`src/rtl/evp_pkg.sv`:
```
// Package for the elliptical vignette pixel block: widths, register indexes
// and shared types. No dependencies.
package evp_pkg;
  localparam int MAX_DIM_DEF = 4096;
  localparam int DIM_W = 13;
  localparam int EXT_W = 14;
  localparam int POS_W = 12;
  localparam int CH_W = 8;
  localparam int CFG_IDX_W = 2;
  localparam int CFG_DATA_W = 14;
  localparam int NUM_W = 58;  // sums of two 54-bit products, and h2*w2 (56 bits)
  localparam int QUO_W = 8;

  localparam logic [CFG_IDX_W-1:0] REG_ROWS = 2'd0;
  localparam logic [CFG_IDX_W-1:0] REG_COLS = 2'd1;
  localparam logic [CFG_IDX_W-1:0] REG_EH = 2'd2;
  localparam logic [CFG_IDX_W-1:0] REG_EW = 2'd3;

  // classification handed from front to back
  typedef enum logic [1:0] {CLS_PASS, CLS_ZERO, CLS_SCALE} cls_t;

  typedef struct packed {
    cls_t cls;
    logic [NUM_W-1:0] numer;  // Nc - Dp
    logic [NUM_W-1:0] denom;  // Nc - Ne
    logic [CH_W-1:0] ch0;
    logic [CH_W-1:0] ch1;
    logic [CH_W-1:0] ch2;
  } job_t;
endpackage

```
`src/rtl/evp_fifo.sv`:
```
// Short queue between front and back parts. Depends on evp_pkg.
module evp_fifo #(
  parameter int DEPTH = 4
) (
  input  logic clk,
  input  logic rst,
  input  logic wr_en,
  input  evp_pkg::job_t wr_data,
  input  logic rd_en,
  output logic not_empty,
  output logic rd_valid,
  output evp_pkg::job_t rd_data
);
  import evp_pkg::*;
  localparam int AW = $clog2(DEPTH);
  job_t mem [DEPTH];
  logic [AW-1:0] wp, rp;
  logic [AW:0] cnt;

  always_ff @(posedge clk) begin
    if (rst) begin
      wp <= '0; rp <= '0; cnt <= '0;
      rd_valid <= 1'b0;
    end else begin
      if (wr_en) wp <= AW'((wp + 1'b1) % DEPTH);
      if (rd_en) rp <= AW'((rp + 1'b1) % DEPTH);
      cnt <= cnt + (AW+1)'(wr_en) - (AW+1)'(rd_en);
      rd_valid <= rd_en;
    end
    if (wr_en) mem[wp] <= wr_data;
    if (rd_en) rd_data <= mem[rp];
  end
  assign not_empty = (cnt != '0);
endmodule

```
`config.mk`:
```
export PLATFORM = sky130hd
export DESIGN_NAME = evp_fifo
export DESIGN_NICKNAME = d
export VERILOG_FILES = /design/src/rtl/evp_pkg.sv /design/src/rtl/evp_fifo.sv
export SDC_FILE = /design/constraint.sdc
export NUM_CORES = 1
export LEC_CHECK = 0
export BUFFER_PORTS_ARGS = -buffer_cell sky130_fd_sc_hd__buf_2
export CAP_MARGIN = 20
export CORE_UTILIZATION = 35
export DETAILED_ROUTE_END_ITERATION = 10
export GPL_TIMING_DRIVEN = 0
export PLACE_DENSITY = 0.51
export SLEW_MARGIN = 5
export SYNTH_ARGS = -nofsm -noshare
export SYNTH_HDL_FRONTEND = slang
export SYNTH_SLANG_ARGS = --single-unit
```
`constraint.sdc`:
```
create_clock -name clk -period 12.2 [get_ports clk]
set_clock_uncertainty 0.2 [all_clocks]
set_input_delay 1.22 -clock clk [delete_from_list [all_inputs] [get_ports clk]]
set_output_delay 1.22 -clock clk [all_outputs]
set_load 0.05 [all_outputs]
```
==> summary by stage, run 1 <==
Yosys
The async set or reset register ratio after synthesis is 0%. The post-synthesis register bit count is 718. The register area share after synthesis is 85.47%.

In the synthesized netlist, the cells that appear most often are sky130_fd_sc_hd__edfxtp_1 (710), sky130_fd_sc_hd__mux4_2 (142), sky130_fd_sc_hd__buf_2 (17). Synthesis produced a netlist with a net count of 1,077. Of the post-synthesis cell area, the dominant cell type holds 84.83%.

The unique cell type count in the Yosys netlist is 21. Ranked by total cell area, the synthesized netlist is headed by sky130_fd_sc_hd__edfxtp_1 (85%), sky130_fd_sc_hd__mux4_2 (13%), sky130_fd_sc_hd__dfxtp_1 (0.64%), sky130_fd_sc_hd__buf_2 (0.34%), sky130_fd_sc_hd__buf_6 (0.31%). For this run, the number of Yosys warnings is 0. The average cell area after synthesis is 27.20 µm². The biggest area contributor in the post-synthesis netlist is sky130_fd_sc_hd__edfxtp_1. By instance count, the leading cell after synthesis is sky130_fd_sc_hd__edfxtp_1. After technology mapping, the gate count stands at 924. The primary flip-flop cell chosen by synthesis mapping is sky130_fd_sc_hd__edfxtp_1. The post-synthesis instance area is 0.02513 mm². Yosys mapped a number of flops with a built-in enable equal to 710.

STA
The hold violation count in the final report is 0. Setup total negative slack on the finished layout was measured at 0 ns. The worst pin sits at a relative slew slack of 43.35%.

Setup repair after global routing left no endpoint under its margin. For the finished layout, the period the worst path requires is 3.066 ns. On the final layout, the worst hold slack is 0.3565 ns. The measured slew at the worst slew-check pin is 0.8497 ns.

The maximum clock frequency is 326.1 MHz. The final setup violation count is 0. The final clock period utilization by the worst path is 25.13%.

The number of pins with negative max-slew slack in the final report was 0.

Critical path
The critical path endpoint category is a flip-flop. On the worst path, the slowest cell contributes a delay of 0.47 ns. In this design, the critical path's most frequently occurring cell is sky130_fd_sc_hd__ha_1. The type of the worst setup path is input pin to flip-flop. In this run the worst path has a maximum fanout of 76. Data on the critical path arrives at its endpoint at 3.35 ns. The cell type of the slowest stage on the worst timing path is sky130_fd_sc_hd__buf_8. The number of buffers and inverters on the critical path is 3. The signal on the critical path passes through buf_8 > buf_16 > ha_1 > inv_1 > ha_1 > fa_1 > nor2b_1.

On the critical path the largest part of the delay comes from buffers and inverters. For the worst setup path, the data required time is 12.48 ns. The startpoint class of the critical path is an input pin.

Power and ir drop
The overall power after layout is 5.621 mW. In this run the power density over the cells is 184.5 mW/mm². The peak ir drop on the vdd network is 0.1037 mV. The static leakage power is 10.16 nW.

GRT
The global routing usage summed across all routing layers is 14.22%. The via count of the first global-routing pass is 11,923. The number of antenna violations at the first check in global routing came to 8. The maximum number of pins on one net before global-route repair is 77. The first global-routing pass estimated 76,850 µm of wire.

For this run the aggregate overflow at the end of global routing stands at 0.

Clock network
The clock slew at the register clock pins of the worst setup and hold paths is 0.06 ns. The clock tree from TritonCTS is yes. The root buffer selected by CTS is sky130_fd_sc_hd__clkbuf_16. The number of buffers on the longest clock path is 3. At the later pin of the worst-skew pair, clock insertion delay measures 0.60 ns. The quantity of hold-fixing buffers added after cts is 0.

After clock tree synthesis, the repair step resized 0 gates. Counting the buffers created by CTS gives 78. The sink count of the clock tree is 718.

The H-tree depth reported by CTS is 3. In this run the post-CTS setup repair buffer count came out at 0.

Die
The die covers 0.07288 mm². The width of the die is 270.0 µm. For this configuration, the core starts out at a cell density of 35.64%.

The number of placement rows is 97. From bottom edge to top edge, the die measures 270.0 µm. In this run the count of I/O pins placed on the die edge is 290. The area of the core region is 0.07051 mm².

Detailed routing
For this block, the via count after detailed routing is 10,851. Once detail routing completed, the nets flagged for antenna violations numbered 0. The detail-routed via count per cell is 4.704. Summed over all layers, the routed wires come to 51,460 µm. The average wire per standard cell is 22.31 µm.

After detailed routing, the number of remaining DRC violations is 0. For this run, the detailed router's first-pass iteration total came to 4. The violation count after the first detailed-routing iteration is 744.

Cells and area
The count of non-filler cells in the finished layout is 2,307. Fill cells in the final layout number 6,082. The share of layout cells above drive strength 1 is 42.42%. The multi-input combinational cell area is 0.003442 mm². The final net count is 1,459. The growth of design area from synthesis to finish is 21.20%. The utilization after layout is 43.20%. The area taken by flip-flops and latches is 0.02148 mm².

Placed design
Detailed placement ended at an HPWL of 30,330 µm. In this run, placement finished with an instance count of 2,166. The number of I/O port buffers is 289. At the end of routability-driven placement, the weighted congestion stood at 0.6842.

Status
The run finished with clean final reports.

Min path
In this run the worst hold path is classified as flip-flop to flip-flop.

Flow run
The tool flagged a number of max-cap violations equal to 0.
-- flip-flops by register name, summed over array words and instances, names as in the netlist --
name      flops
mem         568
rd_data     142
cnt           3
rp            2
wp            2
rd_valid      1
-- worst paths after layout --
kind         start      endpoint  slack, ns  cells after the start
max reg2reg  rp[1]  rd_data[135]       9.97                      4
min reg2reg  wp[1]         wp[1]       0.36                      2
max          rd_en        cnt[1]       9.13                      7
min          wp[1]         wp[1]       0.36                      2
-- placed cells by master, fill, tap and decap left out, types with 6 or more instances in the layout --
cell and count:
sky130_fd_sc_hd__buf_16 13, sky130_fd_sc_hd__buf_2 305, sky130_fd_sc_hd__buf_6 7, sky130_fd_sc_hd__clkbuf_1 22, sky130_fd_sc_hd__clkbuf_16 81, sky130_fd_sc_hd__clkinv_1 18
sky130_fd_sc_hd__clkinv_2 14, sky130_fd_sc_hd__dfxtp_1 8, sky130_fd_sc_hd__edfxtp_1 710, sky130_fd_sc_hd__ha_1 6, sky130_fd_sc_hd__inv_1 6, sky130_fd_sc_hd__mux4_2 142
-- worst register-to-register path, cell delays in order (launching register included) --
cell	delay, ns
sky130_fd_sc_hd__dfxtp_1	0.30
sky130_fd_sc_hd__buf_2	0.31
sky130_fd_sc_hd__buf_2	0.40
sky130_fd_sc_hd__buf_2	0.37
sky130_fd_sc_hd__mux4_2	0.37
-- cells by family after synthesis --
logic type / after synthesis / share of synthesized area [%]
buffers and inverters: 38 / 0.8762
AND/OR/NAND/NOR: 13 / 0.2887
XOR/XNOR: 3 / 0.1643
adder cells (fa/ha/maj): 7 / 0.3783
AO/OA/AOI/OAI: 2 / 0.05972
multiplexers: 143 / 12.76
flip-flops: 718 / 85.47
-- metrics by stage --
| step | worst slack, ns | instance area (µm²) |
|---|---|---|
| floorplan | 7.017 | 25130 |
| global placement | 3.295 | 27760 |
| detailed placement | 8.432 | 28130 |
| CTS | 9.081 | 30460 |
| global route | 9.017 | 30460 |
| finish | 9.134 | 30460 |
-- layer usage --
metal	share of wire (%)	wire, µm	vias up	track usage (%)
met1	41	21240	5746	17.62
li1	-	-	4761	-
met2	50	25930	251	23.87
met3	6.3	3248	81	4.410
met5	0.14	71	-	0
met4	1.9	976	12	4.261
-- final cells by class --
| cell class | instances | area share [%] |
|---|---|---|
| Sequential cell | 718 | 70.52 |
| Multi-Input combinational cell | 168 | 11.30 |
| Clock buffer | 97 | 6.851 |
| Timing Repair Buffer | 302 | 5.956 |
| Tap cell | 940 | 3.861 |
| Clock inverter | 42 | 0.7763 |
| Buffer | 32 | 0.6490 |
| Inverter | 6 | 0.07393 |
| Antenna cell | 2 | 0.01643 |
-- power by group --
group          switching (mW)  internal, mW  leakage, nW
sequential             0.0316          2.88         6.67
combinational           0.371         0.185         2.35
clock                   0.938          1.22         1.14
total                    1.34          4.28         10.2
Power figures use the tool's default switching activity.
==> run 2: changes to the inputs <==
Settings changed: ABC_AREA set to 1, PLACE_DENSITY 0.51 to 0.53.
Clock period 12.2 ns to 2.7 ns, I/O delays scaled along.
==> run 2 against run 1 <==
Compared with the run above: the run now ends with design-rule violations left; sequential share of layout area fell by 7.4 points; non-clock buffer count increased by 219; synthesized cell count increased by 100%; total power rose to 4.7 times the previous value; global-route usage rose by 2.9 points; sequential power rose to 4.5 times the previous value; via count up 48%; combinational power grew to 5.0 times the previous value; critical path depth grew 2; design area grew 12%; largest cell class unchanged; largest power group unchanged.
==> summary by stage, run 2 <==
Status
The run finished, with violations left. The final reports fail on design-rule violations.

Die
The width of the die came to 278.8 µm (+3.3%). The effective utilization at floorplan is 35.37% (-0.27 points). The number of placement rows came to 101 (+4.1%). The count of pins on the block boundary came to 290 (unchanged). The overall die area is 0.07774 mm² (+6.7%). The floorplan die height is 278.8 µm (+3.3%). The area of the core region is 0.07582 mm² (+7.5%).

STA
The minimum period implied by the final worst setup slack is 2.526 ns. The maximum clock frequency is 395.8 MHz. Setup repair after global routing left no endpoint under its margin. The headroom to the max-slew limit is 57.94% (+15 points). The hold violation count in the final report was 0 (unchanged).

The worst setup slack after layout was 0.1737 ns (-8.960 ns). Of the available clock period, the critical path in the final layout requires 93.57%. The number of pins with negative max-slew slack in the final report came to 0 (unchanged).

The measured slew at the worst slew-check pin is 0.6309 ns (-0.2188 ns). The final hold slack is 0.2145 ns (-0.1420 ns). The final setup violation count was 0 (unchanged).

Placed design
The number of I/O port buffers is 289 (unchanged). The detailed placer's ending HPWL is 41,470 µm (+37%). The instance area at placement is 0.02998 mm² (+6.5%). The placer congestion estimate is 0.7412 (+8.3%). The post-placement worst setup slack was 0.01183 ns (-8.420 ns).

Critical path
The slowest stage of the critical path belongs to the cell sky130_fd_sc_hd__dlygate4sd3_1. The flop-to-flop setup slack came to 0.34 ns (-9.63 ns). The longest individual stage delay on the worst path was 0.56 ns (+0.09 ns). The critical path endpoint category is a flip-flop. The number of buffers and inverters on the critical path is 6 (+3). The top cell family by delay on the critical path is buffers and inverters. The worst register-to-register path begins at wp[0]. The type of the worst setup path is input pin to flip-flop. The signal on the critical path passes through dlygate4sd3_1 > buf_8 > buf_16 > ha_1 > inv_1 > ha_1 > inv_1 > nor2_1 > dlygate4sd3_1. The worst register-to-register path ends at mem[0][84]. The critical path data arrival time was 2.81 ns (-0.54 ns). The startpoint class of the critical path is an input pin. The critical path startpoint is rd_en. The maximum fanout encountered on the critical timing path is 49 (-36%). The required time reported for the critical path endpoint is 2.98 ns (-9.50 ns).

The number of cells on the worst reg-to-reg path is 7 (+3).

Detailed routing
The number of vias in the routed layout is 16,102 (+48%). The detail-routed via count per cell is 4.681 (-0.48%). The average wire per standard cell came to 19.51 µm (-13%). The wire length reported by the detailed router was 67,120 µm (+30%). The violation count after the first detailed-routing iteration was 1,096 (+47%). The detailed-routing iteration count for the pre-antenna-repair pass was 11 (+7). The count of unresolved DRC violations after routing is 2 (+2). The count of nets left with antenna violations after detail routing was 0 (unchanged).

Yosys
The simple logic cell fraction of the synthesized area is 4.180% (+3.9 points). The proportion of netlist area held by the largest area contributor is 79.50% (-5.3 points). The primary flip-flop cell chosen by synthesis mapping is sky130_fd_sc_hd__edfxtp_1.

The number of enable-type register cells in the synthesized netlist is 710 (unchanged). The xor/xnor share of the synthesized area came to 0% (-0.16 points). The gate count after technology mapping was 1,854 (+100%). The post-synthesis register bit count is 718 (unchanged). The multiplexer share of the synthesized area is 0% (-13 points). The post-synthesis instance area is 0.02682 mm² (+6.7%). The combinational family with the most area after synthesis is compound AO/OA/AOI/OAI gates. By count the netlist is led by sky130_fd_sc_hd__edfxtp_1 (710), sky130_fd_sc_hd__inv_1 (298), sky130_fd_sc_hd__nand2_1 (292).

The register area share after synthesis came to 80.09% (-5.4 points). The total nets after synthesis is 2,007 (+86%). The unique cell type count in the Yosys netlist is 16 (-24%). The complex-gate fraction of the synthesized area came to 9.443% (+9.4 points). The Yosys warning count is 0 (unchanged). By area the synthesized netlist is led by sky130_fd_sc_hd__edfxtp_1 (79%), sky130_fd_sc_hd__inv_1 (4.2%), sky130_fd_sc_hd__nand2_1 (4.1%), sky130_fd_sc_hd__o211ai_1 (4.0%), sky130_fd_sc_hd__a21oi_1 (2.7%). The adder and majority gate portion of the synthesized area came to 0.3546% (-0.024 points). The async set or reset register ratio after synthesis is 0% (unchanged).

The average cell area after synthesis is 14.47 µm² (-47%). The most repeated cell in the gate-level netlist after synthesis is sky130_fd_sc_hd__edfxtp_1. The largest area contributor in the netlist is sky130_fd_sc_hd__edfxtp_1.

Flow run
The max-cap check violation count is 0 (unchanged).

Clock network
TritonCTS built the clock tree. The H-tree depth reported by CTS is 3 (unchanged). The clock slew at the register clock pins of the worst setup and hold paths came to 0.06 ns (about the same).

The tree is rooted in a sky130_fd_sc_hd__clkbuf_16. The number of buffers on the longest clock path is 3 (unchanged). The sink count of the clock tree was 718 (unchanged). The total clock buffers created by CTS is 79 (+1.3%). The clock latency reported for the late side of the worst-skew pair is 0.60 ns (about the same).

Min path
In this run the worst hold path is classified as input pin to flip-flop. The number of stages on the worst hold path is 2 (unchanged). The startpoint of the lowest-slack hold path is wr_data[30]. The worst-case hold path end point is mem[2][30].

Power and ir drop
The power per unit of standard cell area came to 777.0 mW/mm² (+320%). The peak ir drop on the vdd network is 0.4311 mV (+320%). The overall power after layout is 26.45 mW (+370%). The static leakage power is 13.06 nW (+29%).

GRT
The total grt overflow is 0 (unchanged). The maximum number of pins on one net before global-route repair is 78 (+1.3%). The number of antenna violations at the first check in global routing came to 4 (-4). The global routing usage summed across all routing layers came to 17.12% (+2.9 points). The via count of the first global-routing pass was 16,464 (+38%).

The global-route wire length before repair is 99,780 µm (+30%).

Cells and area
The register containing the most flip-flops in the final layout is mem. The layout filler cell count is 6,794 (+12%). Leaving out fill and tap cells, the most frequent cell in the layout is sky130_fd_sc_hd__edfxtp_1. The cell area after layout was 0.03404 mm² (+12%).

The share of layout cells above drive strength 1 is 21.44% (-21 points). The final net count is 2,546 (+75%). The number of flip-flops under the largest register name was 568 (unchanged). The growth of design area from synthesis to finish is 26.94%. The largest registers in the layout are mem: 568 flops, rd_data: 142 flops, cnt: 3 flops. In the layout the commonest cells are sky130_fd_sc_hd__edfxtp_1 (710), sky130_fd_sc_hd__buf_2 (362), sky130_fd_sc_hd__inv_1 (292).
-- run 2: changes by cell type after synthesis, moves of 7 or more --
cell	previous run	this run
sky130_fd_sc_hd__mux4_2	142	0
sky130_fd_sc_hd__clkbuf_1	6	18
sky130_fd_sc_hd__o211ai_1	0	142
sky130_fd_sc_hd__o21ai_0	0	142
sky130_fd_sc_hd__inv_1	6	298
sky130_fd_sc_hd__a21oi_1	1	147
sky130_fd_sc_hd__buf_6	7	0
sky130_fd_sc_hd__buf_2	17	74
sky130_fd_sc_hd__nand2_1	0	292
-- run 2: stage by stage --
stage	util, %	instances	TNS [ns]
final	44.90	3440	0
after global routing	44.89	3438	0
after CTS	44.85	3435	0
after detailed placement	39.53	3142	0
after global placement	38.94	3121	-1781.09
after floorplan	-	1854	-336.56
-- run 2: cell type report --
cell class	instances	area, µm²	share of cell area [%]
clock inverters	51	473.0	1.389
inverters	301	1145	3.363
flip-flops and latches	718	21480	63.10
repair buffers	458	3406	10.00
clock buffers	95	2079	6.108
well taps	978	1224	3.594
plain buffers	95	460.4	1.352
diodes	4	10.01	0.02940
multi-input cells	740	3764	11.06
-- run 2: where the power goes --
| group | switching (mW) | internal, mW | leakage [nW] |
|---|---|---|---|
| Combinational | 2.04 | 0.756 | 5.14 |
| Sequential | 0.150 | 13.0 | 6.67 |
| Clock | 4.35 | 6.20 | 1.25 |
-- run 2: worst max-delay path by stage --
stage	end	slack [ns]	cells after the start
2_1_floorplan	mem[1][0]	-0.60	4
3_3_place_gp	mem[3][75]	-2.85	3
3_5_place_dp	cnt[1]	0.01	8
4_1_cts	cnt[0]	0.03	9
5_1_grt	cnt[0]	0.08	9
6_report	cnt[0]	0.17	9
-- run 2: timing repair --
action	4_1_cts	5_1_grt
resized for setup	0	0
setup buffers	0	0
endpoints found under the setup margin	0	1
hold buffers	147	0
hold endpoints to repair	600	0
-- run 2: cell families after synthesis --
logic type                 after synthesis
AOI/OAI and AO/OA                      435
adders and majority gates                7
buffers and inverters                  396
DFF                                    718
and+or+nand+nor                        298
-- run 2: layer usage --
| layer | GRT usage, % | wire [µm] |
|---|---|---|
| met2 | 28.95 | 33290 |
| met5 | 0 | 13 |
| met4 | 5.762 | 1643 |
| met3 | 2.828 | 2911 |
| met1 | 22.35 | 29260 |
-- run 2: worst register-to-register path, stage by stage (launching register included) --
cell	delay (ns)
sky130_fd_sc_hd__dfxtp_2	0.35
sky130_fd_sc_hd__inv_2	0.06
sky130_fd_sc_hd__ha_2	0.18
sky130_fd_sc_hd__nand2_2	0.07
sky130_fd_sc_hd__clkinvlp_4	0.43
sky130_fd_sc_hd__buf_16	0.35
sky130_fd_sc_hd__buf_12	0.19
sky130_fd_sc_hd__buf_12	0.24
==> run 3: changes to the inputs <==
Settings changed: RECOVER_POWER set to 100.
==> run 3 against run 2 <==
Compared with the run above: the run still ends with design-rule violations left; sequential share of layout area grew 0.92 points; global-route usage is the same; design area is 1.4% lower; sequential power hardly changed; worst setup slack worse by 0.036 ns; worst hold slack improved by 0.025 ns; fmax is 1.4% lower; critical endpoint unchanged.
==> summary by stage, run 3 (synthesized netlist as in run 2, its figures left out) <==
Critical path
The worst setup path is launched from an input pin. The destination of the worst register-to-register timing path is mem[3][80]. The worst setup path is of the input pin to flip-flop kind. The longest individual stage delay on the worst path is 0.56 ns (about the same). The start of the worst register-to-register path is wp[0]. The critical path data arrival time is 2.84 ns (+0.03 ns). The cell type of the slowest stage on the worst timing path is sky130_fd_sc_hd__dlygate4sd3_1.

The worst setup path is captured at a flip-flop. The number of buffers and inverters on the critical path is 6 (unchanged). Traced cell by cell, the critical path runs through dlygate4sd3_1 > buf_8 > buf_16 > ha_1 > inv_1 > ha_1 > inv_1 > nor2_1 > dlygate4sd3_1. The required time reported for the critical path endpoint came to 2.98 ns (about the same). The number of cells on the worst reg-to-reg path is 6 (-1). In this design, the largest share of critical-path delay is due to buffers and inverters. The flop-to-flop setup slack is 0.18 ns (-0.16 ns). The maximum fanout encountered on the critical timing path is 49 (unchanged).

STA
The final setup violation count came to 0 (unchanged). The hold violation count in the final report came to 0 (unchanged). The number of pins with negative max-slew slack in the final report came to 0 (unchanged). The measured slew at the worst slew-check pin is 1.427 ns (+0.7965 ns). The worst setup slack after layout is 0.1376 ns (-0.03615 ns). The final clock period utilization by the worst path is 94.90% (+1.3 points). The minimum period implied by the final worst setup slack is 2.562 ns (+0.03615 ns). Setup repair after global routing left no endpoint under its margin. The headroom to the max-slew limit is 4.839% (-53 points). The maximum clock frequency was 390.3 MHz (-1.4%).

Clock network
The post-cts resize count is 0 (unchanged). The clock slew at the register clock pins of the worst setup and hold paths is 0.06 ns (about the same). The total clock buffers created by CTS is 79 (unchanged). The root buffer selected by CTS is sky130_fd_sc_hd__clkbuf_16. The H-tree depth reported by CTS is 3 (unchanged). The post-CTS setup repair buffer count is 0 (unchanged). The clock latency reported for the late side of the worst-skew pair is 0.60 ns (about the same). The sink count of the clock tree is 718 (unchanged). The number of buffers on the longest clock path is 3 (unchanged).

TritonCTS built the clock tree.

Cells and area
The utilization after layout came to 44.25% (-0.65 points). The library cells used most frequently in the layout, excluding fill and tap cells, are sky130_fd_sc_hd__edfxtp_1 (710), sky130_fd_sc_hd__clkbuf_1 (326), sky130_fd_sc_hd__inv_1 (294). The share of layout cells above drive strength 1 is 9.113% (-12 points). The most common cell after layout, fill and taps aside is sky130_fd_sc_hd__edfxtp_1. The largest registers in the layout are mem: 568 flops, rd_data: 142 flops, cnt: 3 flops. More flip-flops sit in one register than any other, and that register is mem. The growth of design area from synthesis to finish is 25.10%. The final net count is 2,546 (unchanged). The number of flip-flops under the largest register name was 568 (unchanged). The cell area after layout is 0.03355 mm² (-1.4%).

GRT
The maximum number of pins on one net before global-route repair came to 78 (unchanged). The via count of the first global-routing pass came to 16,464 (unchanged). The global-route wire length before repair is 99,780 µm (unchanged). The total grt overflow came to 0 (unchanged). The global routing usage summed across all routing layers is 17.12% (unchanged). The number of antenna violations at the first check in global routing is 4 (unchanged).

Detailed routing
The detailed-routing iteration count for the pre-antenna-repair pass is 11 (unchanged). The average wire per standard cell is 19.51 µm (about the same). The violation count after the first detailed-routing iteration is 1,075 (-1.9%). The detail-routed via count per cell came to 4.687 (+0.13%). The count of unresolved DRC violations after routing came to 2 (unchanged). The wire length reported by the detailed router is 67,140 µm (about the same). The number of vias in the routed layout came to 16,128 (+0.16%). The count of nets left with antenna violations after detail routing was 0 (unchanged).

Power and ir drop
The overall power after layout is 26.34 mW (-0.42%). The peak ir drop on the vdd network is 0.4286 mV (-0.56%). The power per unit of standard cell area is 785.1 mW/mm² (+1.0%). The static leakage power is 12.21 nW (-6.5%).

Die
The floorplan die height is 278.8 µm (unchanged). The number of placement rows is 101 (unchanged). The effective utilization at floorplan is 35.37% (unchanged). The area of the core region was 0.07582 mm² (unchanged). The overall die area is 0.07774 mm² (unchanged). The width of the die was 278.8 µm (unchanged).

The count of pins on the block boundary is 290 (unchanged).

Placed design
The detailed placer's ending HPWL was 41,470 µm (unchanged). The instance area at placement was 0.02998 mm² (unchanged). The number of I/O port buffers is 289 (unchanged).

The post-placement worst setup slack is 0.01183 ns (unchanged). The placer congestion estimate is 0.7412 (unchanged).

Status
The final reports fail on design-rule violations. The flow ran to the end, but the final reports show violations.

Min path
The worst-case hold path end point is cnt[1]. The worst hold path belongs to the class input pin to flip-flop. The startpoint identified for the worst hold timing path is rst. The number of stages on the worst hold path was 3 (+1).

Flow run
The max-cap check violation count was 0 (unchanged).
-- run 3: changes by cell type in the layout (fill, tap and decap cells not counted), moves of 3 or more --
cell                       previous run  this run
sky130_fd_sc_hd__buf_12              19        11
sky130_fd_sc_hd__buf_2              362        61
sky130_fd_sc_hd__buf_6                0         3
sky130_fd_sc_hd__clkbuf_1            32       326
sky130_fd_sc_hd__clkbuf_2             0        11
sky130_fd_sc_hd__nand2_1            288       291
sky130_fd_sc_hd__nand2_2              4         1
-- run 3: layout make-up --
class                           instances  area [µm²]
Fill cell                            6941       42270
Sequential cell                       718       21480
Multi-Input combinational cell        740        3751
Timing Repair Buffer                  458        2939
Clock buffer                           95        2079
Tap cell                              978        1224
Inverter                              301        1142
Clock inverter                         51       473.0
Buffer                                 95       450.4
Antenna cell                            5       12.51
-- run 3: worst min-delay path, delay by kind of cell --
kind / cells / cell delay (ns)
buf+inv: 2 / 0.67
simple gates: 1 / 0.05
-- run 3: metrics by stage --
step                      cells  hold slack, ns  setup TNS, ns
after floorplan            1854          0.1412        -336.56
after global placement     3121          0.2688       -1781.09
after detailed placement   3142          0.2819              0
after CTS                  3435          0.1701              0
after global routing       3438          0.2250              0
final                      3441          0.2393              0
-- run 3: metal layers --
metal	track usage, %	vias to the layer above	share of wire, %
li1	-	7664	-
met1	22.35	7954	43
met2	28.95	401	49
met3	2.828	107	4.7
met4	5.762	2	2.5
met5	0	-	0.019
-- run 3: worst max path at each step --
stage                     cells past startpoint  slack (ns)      endpoint   from
final                                         9        0.14        cnt[0]  rd_en
after global routing                          5        0.04  rd_data[128]  rp[0]
after CTS                                     9        0.03        cnt[0]  rd_en
after detailed placement                      8        0.01        cnt[1]  rd_en
after global placement                        3       -2.85    mem[3][75]  wp[0]
after floorplan                               4       -0.60     mem[1][0]  wp[1]
-- run 3: report_power, final --
| group | leakage [nW] | switching (mW) | internal, mW |
|---|---|---|---|
| Combinational | 4.29 | 2.03 | 0.644 |
| Sequential | 6.67 | 0.156 | 13.0 |
| Clock | 1.25 | 4.35 | 6.20 |
| Total | 12.2 | 6.54 | 19.8 |
-- run 3: timing repair --
item | CTS | global route
endpoints found under the hold margin | 600 | 0
setup endpoints to repair | 0 | 1
hold buffers | 147 | 0
